**src/lcdns_pkg.sv**
```systemverilog
package lcdns_pkg;

    typedef enum logic [1:0] {
        REQ_COMMAND = 2'd0,
        REQ_CHAR    = 2'd1,
        REQ_GOTO    = 2'd2,
        REQ_INIT    = 2'd3
    } t_req;

    typedef enum logic [1:0] {
        CFG_PULSE_HOLD     = 2'd0,
        CFG_COMMAND_SETTLE = 2'd1,
        CFG_CHAR_SETTLE    = 2'd2,
        CFG_INIT_WAIT      = 2'd3
    } t_cfg_index;

    localparam int CFG_W  = 10;
    localparam int HOLD_W = 11;
    localparam int STEP_W = 5;

    localparam logic [7:0] CMD_FUNCTION_SET = 8'h28;
    localparam logic [7:0] CMD_DISPLAY_ON   = 8'h0F;
    localparam logic [7:0] CMD_CLEAR        = 8'h01;
    localparam logic [7:0] CMD_ENTRY_MODE   = 8'h06;
    localparam logic [7:0] ROW0_BASE        = 8'h80;
    localparam logic [7:0] ROW1_BASE        = 8'hC0;
    localparam logic [3:0] INIT_NIBBLE      = 4'h2;

    localparam logic [STEP_W-1:0] BYTE_LAST_STEP = 5'd3;
    localparam logic [STEP_W-1:0] INIT_LAST_STEP = 5'd18;
    localparam logic [STEP_W-1:0] INIT_PRELUDE   = 5'd3;

    localparam logic [CFG_W-1:0] RST_PULSE_HOLD     = 10'd1;
    localparam logic [CFG_W-1:0] RST_COMMAND_SETTLE = 10'd5;
    localparam logic [CFG_W-1:0] RST_CHAR_SETTLE    = 10'd1;
    localparam logic [CFG_W-1:0] RST_INIT_WAIT      = 10'd100;

    typedef struct packed {
        logic       init;
        logic       rs;
        logic [7:0] data;
    } t_job;

    typedef struct packed {
        logic [CFG_W-1:0] pulse_hold;
        logic [CFG_W-1:0] command_settle;
        logic [CFG_W-1:0] char_settle;
        logic [CFG_W-1:0] init_wait;
    } t_cfg;

    typedef struct packed {
        logic              rs;
        logic              en;
        logic [3:0]        nibble;
        logic [HOLD_W-1:0] hold;
        logic              last;
    } t_phase;

    function automatic logic [7:0] init_cmd(input logic [1:0] idx);
        logic [7:0] c;
        case (idx)
            2'd0: c = CMD_FUNCTION_SET;
            2'd1: c = CMD_DISPLAY_ON;
            2'd2: c = CMD_CLEAR;
            default: c = CMD_ENTRY_MODE;
        endcase
        return c;
    endfunction

endpackage

```
**src/lcdns_front.sv**
```systemverilog
module lcdns_front
    import lcdns_pkg::*;
(
    input  logic       i_valid,
    output logic       o_stall,
    input  logic [1:0] i_req_type,
    input  logic [7:0] i_byte_value,
    input  logic       i_row,
    input  logic [5:0] i_col,
    output logic       o_push,
    output t_job       o_job,
    input  logic       i_full
);

    t_req req;

    assign req     = t_req'(i_req_type);
    assign o_stall = i_full;
    assign o_push  = i_valid && !i_full;

    always_comb begin
        o_job.init = 1'b0;
        o_job.rs   = 1'b0;
        o_job.data = i_byte_value;
        case (req)
            REQ_COMMAND: begin
                o_job.rs = 1'b0;
            end
            REQ_CHAR: begin
                o_job.rs = 1'b1;
            end
            REQ_GOTO: begin
                // set ddram address command
                o_job.data = (i_row ? ROW1_BASE : ROW0_BASE) + {2'b00, i_col};
            end
            default: begin
                o_job.init = 1'b1;
                o_job.data = 8'h00;
            end
        endcase
    end

endmodule

```
**src/lcdns_queue.sv**
```systemverilog
module lcdns_queue
    import lcdns_pkg::*;
(
    input  logic i_clk,
    input  logic i_rst_n,
    input  logic i_push,
    input  t_job i_job,
    output logic o_full,
    output logic o_valid,
    output t_job o_job,
    input  logic i_pop
);

    t_job       r_mem [2];
    logic       r_wr;
    logic       r_rd;
    logic [1:0] r_count;
    logic [1:0] n_count;

    assign o_full  = (r_count == 2'd2);
    assign o_valid = (r_count != 2'd0);
    assign o_job   = r_mem[r_rd];

    always_comb begin
        n_count = r_count;
        if (i_push && !(i_pop && o_valid)) begin
            n_count = r_count + 2'd1;
        end else if (!i_push && i_pop && o_valid) begin
            n_count = r_count - 2'd1;
        end
    end

    always_ff @(posedge i_clk) begin
        if (i_push) begin
            r_mem[r_wr] <= i_job;
        end
    end

    always_ff @(posedge i_clk) begin
        if (!i_rst_n) begin
            r_wr    <= 1'b0;
            r_rd    <= 1'b0;
            r_count <= 2'd0;
        end else begin
            if (i_push) begin
                r_wr <= ~r_wr;
            end
            if (i_pop && o_valid) begin
                r_rd <= ~r_rd;
            end
            r_count <= n_count;
        end
    end

endmodule

```
**src/lcdns_back.sv**
```systemverilog
module lcdns_back
    import lcdns_pkg::*;
(
    input  logic   i_clk,
    input  logic   i_rst_n,
    input  t_cfg   i_cfg,
    input  logic   i_job_valid,
    input  t_job   i_job,
    output logic   o_pop,
    output logic   o_valid,
    input  logic   i_stall,
    output t_phase o_phase
);

    t_job              r_job;
    logic              r_busy;
    logic [STEP_W-1:0] r_step;
    logic              r_out_valid;
    t_phase            r_out;

    logic              adv;
    logic              last;
    logic [STEP_W-1:0] k;
    logic [1:0]        sub;
    logic [1:0]        idx;
    logic [7:0]        cur_byte;
    logic [HOLD_W-1:0] pulse;
    logic [HOLD_W-1:0] cmd_settle;
    logic [HOLD_W-1:0] chr_settle;
    logic [HOLD_W-1:0] wait_hold;
    t_phase            ph;

    assign pulse      = {1'b0, i_cfg.pulse_hold};
    assign cmd_settle = {1'b0, i_cfg.command_settle};
    assign chr_settle = {1'b0, i_cfg.char_settle};
    assign wait_hold  = {1'b0, i_cfg.init_wait};

    assign adv   = r_busy && (!r_out_valid || !i_stall);
    assign last  = (r_step == (r_job.init ? INIT_LAST_STEP : BYTE_LAST_STEP));
    assign o_pop = i_job_valid && (!r_busy || (adv && last));

    assign k        = r_job.init ? (r_step - INIT_PRELUDE) : r_step;
    assign sub      = k[1:0];
    assign idx      = k[3:2];
    assign cur_byte = r_job.init ? init_cmd(idx) : r_job.data;

    always_comb begin
        ph.rs     = r_job.rs;
        ph.en     = ~sub[0];
        ph.nibble = sub[1] ? cur_byte[3:0] : cur_byte[7:4];
        ph.hold   = pulse;
        ph.last   = last;
        if (sub == 2'd3) begin
            if (r_job.init) begin
                ph.hold = (idx != 2'd3) ? (cmd_settle + wait_hold) : cmd_settle;
            end else begin
                ph.hold = r_job.rs ? chr_settle : cmd_settle;
            end
        end
        if (r_job.init && (r_step < INIT_PRELUDE)) begin
            ph.rs = 1'b0;
            case (r_step[1:0])
                2'd0: begin
                    // power-up wait
                    ph.en     = 1'b0;
                    ph.nibble = 4'h0;
                    ph.hold   = wait_hold;
                end
                2'd1: begin
                    ph.en     = 1'b1;
                    ph.nibble = INIT_NIBBLE;
                    ph.hold   = pulse;
                end
                default: begin
                    ph.en     = 1'b0;
                    ph.nibble = INIT_NIBBLE;
                    ph.hold   = '0;
                end
            endcase
        end
    end

    always_ff @(posedge i_clk) begin
        if (o_pop) begin
            r_job <= i_job;
        end
        if (adv) begin
            r_out <= ph;
        end
    end

    always_ff @(posedge i_clk) begin
        if (!i_rst_n) begin
            r_busy      <= 1'b0;
            r_step      <= '0;
            r_out_valid <= 1'b0;
        end else begin
            if (adv) begin
                r_out_valid <= 1'b1;
            end else if (!i_stall) begin
                r_out_valid <= 1'b0;
            end
            if (o_pop) begin
                r_busy <= 1'b1;
                r_step <= '0;
            end else if (adv) begin
                if (last) begin
                    r_busy <= 1'b0;
                end
                r_step <= r_step + 5'd1;
            end
        end
    end

    assign o_valid = r_out_valid;
    assign o_phase = r_out;

endmodule

```
**src/char_lcd_nibble_sequencer.sv**
```systemverilog
// input path: queue entry, back-end job register, output register
// throughput: one phase beat per cycle from the back-end step counter
// unless stalled; 4 phases per command, char or goto job, 19 per init
// a 2-entry queue lets the front accept while the back end works
// reset (synchronous, active low) empties the queue and output stage and
// loads the timing registers with 1, 5, 1 and 100 ms
module char_lcd_nibble_sequencer
    import lcdns_pkg::*;
(
    input  logic              i_clk,
    input  logic              i_rst_n,
    input  logic              i_valid,
    output logic              o_stall,
    input  logic [1:0]        i_req_type,
    input  logic [7:0]        i_byte_value,
    input  logic              i_row,
    input  logic [5:0]        i_col,
    output logic              o_valid,
    input  logic              i_stall,
    output logic              o_reg_select,
    output logic              o_enable,
    output logic [3:0]        o_nibble,
    output logic [HOLD_W-1:0] o_hold_ms,
    output logic              o_last,
    input  logic              i_cfg_we,
    input  logic [1:0]        i_cfg_index,
    input  logic [CFG_W-1:0]  i_cfg_data
);

    t_cfg   r_cfg;
    logic   push;
    t_job   front_job;
    logic   q_full;
    logic   q_valid;
    t_job   q_job;
    logic   pop;
    t_phase phase;

    always_ff @(posedge i_clk) begin
        if (!i_rst_n) begin
            r_cfg.pulse_hold     <= RST_PULSE_HOLD;
            r_cfg.command_settle <= RST_COMMAND_SETTLE;
            r_cfg.char_settle    <= RST_CHAR_SETTLE;
            r_cfg.init_wait      <= RST_INIT_WAIT;
        end else if (i_cfg_we) begin
            case (t_cfg_index'(i_cfg_index))
                CFG_PULSE_HOLD:     r_cfg.pulse_hold     <= i_cfg_data;
                CFG_COMMAND_SETTLE: r_cfg.command_settle <= i_cfg_data;
                CFG_CHAR_SETTLE:    r_cfg.char_settle    <= i_cfg_data;
                default:            r_cfg.init_wait      <= i_cfg_data;
            endcase
        end
    end

    lcdns_front u_front (
        .i_valid      (i_valid),
        .o_stall      (o_stall),
        .i_req_type   (i_req_type),
        .i_byte_value (i_byte_value),
        .i_row        (i_row),
        .i_col        (i_col),
        .o_push       (push),
        .o_job        (front_job),
        .i_full       (q_full)
    );

    lcdns_queue u_queue (
        .i_clk   (i_clk),
        .i_rst_n (i_rst_n),
        .i_push  (push),
        .i_job   (front_job),
        .o_full  (q_full),
        .o_valid (q_valid),
        .o_job   (q_job),
        .i_pop   (pop)
    );

    lcdns_back u_back (
        .i_clk       (i_clk),
        .i_rst_n     (i_rst_n),
        .i_cfg       (r_cfg),
        .i_job_valid (q_valid),
        .i_job       (q_job),
        .o_pop       (pop),
        .o_valid     (o_valid),
        .i_stall     (i_stall),
        .o_phase     (phase)
    );

    assign o_reg_select = phase.rs;
    assign o_enable     = phase.en;
    assign o_nibble     = phase.nibble;
    assign o_hold_ms    = phase.hold;
    assign o_last       = phase.last;

    a_step_range: assert property (@(posedge i_clk) disable iff (!i_rst_n)
        u_back.r_busy |-> (u_back.r_step <= INIT_LAST_STEP))
        else $error("step counter beyond init sequence");

    a_byte_steps: assert property (@(posedge i_clk) disable iff (!i_rst_n)
        (u_back.r_busy && !u_back.r_job.init) |-> (u_back.r_step <= BYTE_LAST_STEP))
        else $error("byte job ran past four phases");

    a_strobe_hold: assert property (@(posedge i_clk) disable iff (!i_rst_n)
        (o_valid && o_enable) |-> (o_hold_ms == {1'b0, r_cfg.pulse_hold}))
        else $error("enable-high phase with wrong hold");

    a_queue_count: assert property (@(posedge i_clk) disable iff (!i_rst_n)
        u_queue.r_count != 2'd3)
        else $error("queue overflow");

endmodule

```
**config.mk**
```make
export PLATFORM = sky130hd
export DESIGN_NAME = char_lcd_nibble_sequencer
export DESIGN_NICKNAME = d
export VERILOG_FILES = /design/src/lcdns_pkg.sv /design/src/lcdns_front.sv /design/src/lcdns_queue.sv /design/src/lcdns_back.sv /design/src/char_lcd_nibble_sequencer.sv
export SDC_FILE = /design/constraint.sdc
export NUM_CORES = 1
export LEC_CHECK = 0
export ABC_CLOCK_PERIOD_IN_PS = 3450
export BUFFER_PORTS_ARGS = -buffer_cell sky130_fd_sc_hd__buf_4
export CAP_MARGIN = 15
export CORE_MARGIN = 5
export CORE_UTILIZATION = 25
export DETAILED_ROUTE_END_ITERATION = 6
export GPL_ROUTABILITY_DRIVEN = 0
export HOLD_SLACK_MARGIN = 0.03
export PLACE_DENSITY = 0.5
export SYNTH_ARGS = -nofsm -noshare
export SYNTH_HDL_FRONTEND = slang
export SYNTH_SLANG_ARGS = --single-unit
```
**constraint.sdc**
```tcl
create_clock -name i_clk -period 3.45 [get_ports i_clk]
set_clock_uncertainty 0.2 [all_clocks]
set_input_delay 0 -clock i_clk [delete_from_list [all_inputs] [get_ports i_clk]]
set_output_delay 0 -clock i_clk [all_outputs]
set_load 0.005 [all_outputs]
```
==> reports/qor_table.md <==
| Item | Reported | Unit |
| --- | --- | --- |
| Worst slack at placement | 0.582 | ns |
| GRT Total Usage | 11.8 | % |
| Count of final hold-check violations | 0 | - |
| PnR worst setup slack | 0.542 | ns |
| Number of DRC markers after the initial detailed-route iteration | 298 | - |
| Most common cell after layout, fill and taps aside | sky130_fd_sc_hd__nand2_1 | - |
| Core outline area | 19300 | um^2 |
| Count of antenna diodes in the layout | 0 | - |
| WL/cell | 15.1 | um |
| Tightest Pin Transition | 0.840 | ns |
| Portion of the post-synthesis area used by sequential elements | 50.7 | % |
| Longest Clk Path Bufs | 2 | - |
| Count of flip-flops with a built-in enable after synthesis | 48 | - |
| Remaining Overflow, GRT | 0 | - |
| Worst Setup SP | u_back.r_step[0] | - |
| Slew Limit Fails | 0 | - |
| Number of I/O port buffers | 53 | - |
| Die Area | 22300 | um^2 |
| Simple logic cell fraction of the synthesized area | 17.1 | % |
| Commonest non-fill, non-tap cells in the layout | sky130_fd_sc_hd__nand2_1 (67), sky130_fd_sc_hd__buf_4 (60), sky130_fd_sc_hd__dfxtp_1 (51) | - |
| CP max FO | 10 | - |
| Share of the clock period used by the worst path after layout | 84.3 | % |
| DR DRC count | 0 | - |
| Total Neg Setup Slack | 0 | ns |
| Worst r2r src | u_back.r_step[0] | - |
| Total power divided by cell area | 452 | nW/um^2 |
| Top post-synthesis cells by area | sky130_fd_sc_hd__edfxtp_1 (30%), sky130_fd_sc_hd__dfxtp_1 (21%), sky130_fd_sc_hd__nand2_1 (5.2%) | - |
| Number of antenna violations at the first check in global routing | 0 | - |
| Number of maximum-capacitance violations | 0 | - |
| Cell type with the largest total area after synthesis | sky130_fd_sc_hd__edfxtp_1 | - |
| Number of synthesized register bits | 99 | - |
| Lkg Pwr | 2.44 | nW |
| Largest net degree at the start of global routing | 35 | - |
| Mux share of post-synthesis cell area | 7.60 | % |
| Hold path startpoint | i_stall | - |
| Worst rel slew slack | 43.8 | % |
| Vias/cell | 4.51 | - |
| Synth warnings | 0 | - |
| Adder-cell area share of the yosys netlist | 5.05 | % |
| Main combinational cell family by area after synthesis | simple AND/OR/NAND/NOR gates | - |
| Post-DP Area | 5530 | um^2 |
| Inserted Clock Buffers | 9 | - |
| Endpoint type of the worst setup path | flip-flop | - |
| Number of global-route vias before repair | 3801 | - |
| Nets in the synthesized netlist | 522 | - |
| Number of setup buffers added after CTS | 0 | - |
| CTS tree | done | - |
| Clock transition at path regs | 0.08 | ns |
| Cell area after synthesis | 4860 | um^2 |
| Synth Flop Type | sky130_fd_sc_hd__dfxtp_1 | - |
| Num ports | 54 | - |
| First-pass GRT wire length | 20.6 | mm |
| Die extent in y | 149 | um |
| Count of instances resized after the clock tree is built | 0 | - |
| Area fraction of the dominant cell type after synthesis | 29.7 | % |
| CTS Hold Buffers Added | 38 | - |
| Status | completed | - |
| Clock tree root buffer cell | sky130_fd_sc_hd__clkbuf_16 | - |
| Final cell count without fillers | 828 | - |
| Parity-gate share of the synthesized area counting xor and xnor cells | 2.16 | % |
| Min-Delay Path Class | input pin to flip-flop | - |
| Cells after DPL | 774 | - |
| Setup Crit Path Kind | flip-flop to flip-flop | - |
| Die width | 149 | um |
| Fin area | 6210 | um^2 |
| Synthesized-area fraction occupied by ao, oa, aoi and oai cells | 13.8 | % |
| Synthesized instance count | 469 | - |
| Number of optimization iterations in the first detailed-route pass | 5 | - |
| Maximum clock frequency | 0.344 | GHz |
| Final setup violation count | 0 | - |
| Number of sinks driven by the clock tree | 99 | - |
| Latest clock arrival within the worst-skew pair | 0.36 | ns |
| Syn-to-layout area delta | 27.9 | % |
| Arrival time of the worst setup path | 2.82 | ns |
| Setup repair after global routing missed its margin | false | - |
| Starting density of the core | 25.2 | % |
| Final critical-path required period | 2.91 | ns |
| Depth of the CTS H-tree | 3 | - |
| CP Launch Type | flip-flop | - |
| Mean Syn Cell Area | 10.4 | um^2 |
| Distinct cells, synth | 54 | - |
| Total wire length | 12.5 | mm |
| Max rail drop VDD | 251 | uV |
| Share of cells above drive strength 1 | 17.4 | % |
| Cell row count | 51 | - |
| Net count, final | 611 | - |
| Endpoint required time on the critical path | 3.36 | ns |
| Antenna Violating Nets Remaining | 0 | - |
| DP HPWL | 9.14 | mm |
| Post-synth ARST share | 0 | % |
| Routed via count | 3737 | - |
[layout make-up]
| type | count | area [um^2] |
|---|---|---|
| multi-input cells | 332 | 2220 |
| flip-flops and latches | 99 | 2460 |
| repair buffers | 98 | 831 |
| well taps | 265 | 332 |
| clock buffers | 9 | 225 |
| clock inverters | 7 | 72.6 |
| fillers | 1998 | 13100 |
| inverters | 18 | 67.6 |
[critical path: stages (launching register included)]
cell and delay (ns):
sky130_fd_sc_hd__dfxtp_1 0.42, sky130_fd_sc_hd__ha_1 0.30, sky130_fd_sc_hd__nand2b_1 0.17, sky130_fd_sc_hd__xnor2_1 0.30, sky130_fd_sc_hd__ha_1 0.22, sky130_fd_sc_hd__nand2b_1 0.32, sky130_fd_sc_hd__nand2_1 0.18, sky130_fd_sc_hd__o22ai_1 0.21
sky130_fd_sc_hd__nor3_1 0.07, sky130_fd_sc_hd__a221o_1 0.26
[kinds of logic after synthesis]
logic type,after synthesis
xor gates and xnor gates,12
DFF,99
buffers and inverters,38
adders and majority gates,19
muxes,35
AOI/OAI and AO/OA,99
and+or+nand+nor,167
[flip-flops by register name, summed over array words and instances, names as in the netlist]
signal and count:
r_cfg 40, u_queue.r_rd 1, u_back.r_step 5, u_back.o_valid 1, u_queue.r_mem 20, u_queue.r_count 2, u_back.o_phase 18, u_back.r_busy 1
u_back.r_job 10, u_queue.r_wr 1
[metal layers]
| layer | share of wire [%] | wire length [um] | vias to the layer above | global-route usage (%) |
|---|---|---|---|---|
| met1 | 49 | 6100 | 1758 | 16.1 |
| li1 | - | - | 1871 | - |
| met5 | 0 | 0 | - | 0 |
| met4 | 1.9 | 236 | 0 | 4.39 |
| met3 | 4.2 | 519 | 17 | 2.37 |
| met2 | 45 | 5650 | 91 | 18.4 |
[synth_stat cells (3+ instances only)]
library cell and instances:
sky130_fd_sc_hd__and2_1 3, sky130_fd_sc_hd__a22oi_1 4, sky130_fd_sc_hd__a31oi_1 3, sky130_fd_sc_hd__o22ai_1 6, sky130_fd_sc_hd__mux2_2 11, sky130_fd_sc_hd__nand2b_1 7
sky130_fd_sc_hd__a221o_1 5, sky130_fd_sc_hd__nand3b_1 5, sky130_fd_sc_hd__a22o_1 5, sky130_fd_sc_hd__nand3_1 9, sky130_fd_sc_hd__a21oi_1 28, sky130_fd_sc_hd__nor2_1 29
sky130_fd_sc_hd__o211ai_1 4, sky130_fd_sc_hd__ha_1 18, sky130_fd_sc_hd__nor2b_1 19, sky130_fd_sc_hd__nor3b_1 3, sky130_fd_sc_hd__xor2_1 6, sky130_fd_sc_hd__mux2i_1 23
sky130_fd_sc_hd__nand4_1 4, sky130_fd_sc_hd__a221oi_1 4, sky130_fd_sc_hd__a21o_1 4, sky130_fd_sc_hd__clkbuf_1 14, sky130_fd_sc_hd__o21ai_0 12, sky130_fd_sc_hd__xnor2_1 6
sky130_fd_sc_hd__edfxtp_1 48, sky130_fd_sc_hd__inv_1 18, sky130_fd_sc_hd__a211oi_1 7, sky130_fd_sc_hd__nand2_1 67, sky130_fd_sc_hd__nor3_1 3, sky130_fd_sc_hd__a21boi_0 9
sky130_fd_sc_hd__and3_1 3, sky130_fd_sc_hd__or3_1 3, sky130_fd_sc_hd__dfxtp_1 51
[where the power goes]
part	switching (W)	internal [W]
Combinational	0.000223	0.000209
Clock	0.000496	0.000511
Sequential	0.0000457	0.00132
[stage by stage]
| step | power [W] | hold WS, ns | utilization, % |
|---|---|---|---|
| 3_5_place_dp | 0.00179 | 0.0569 | 28.7 |
| 5_1_grt | 0.00293 | 0.273 | 32.2 |
| 4_1_cts | 0.00284 | 0.213 | 32.2 |
| 2_1_floorplan | 0.00163 | -0.0760 | - |
| 6_report | 0.00281 | 0.232 | 32.2 |
| 3_3_place_gp | 0.00178 | 0.0482 | 28.7 |
[worst paths after layout]
path | to | slack [ns] | depth (start not counted)
setup / recovery | u_back.o_phase[3] | 0.54 | 9
hold reg to reg | r_cfg[11] | 0.28 | 2
setup reg to reg | u_back.o_phase[3] | 0.54 | 9
hold / removal | u_back.o_valid | 0.23 | 4
Power figures use the tool's default switching activity.
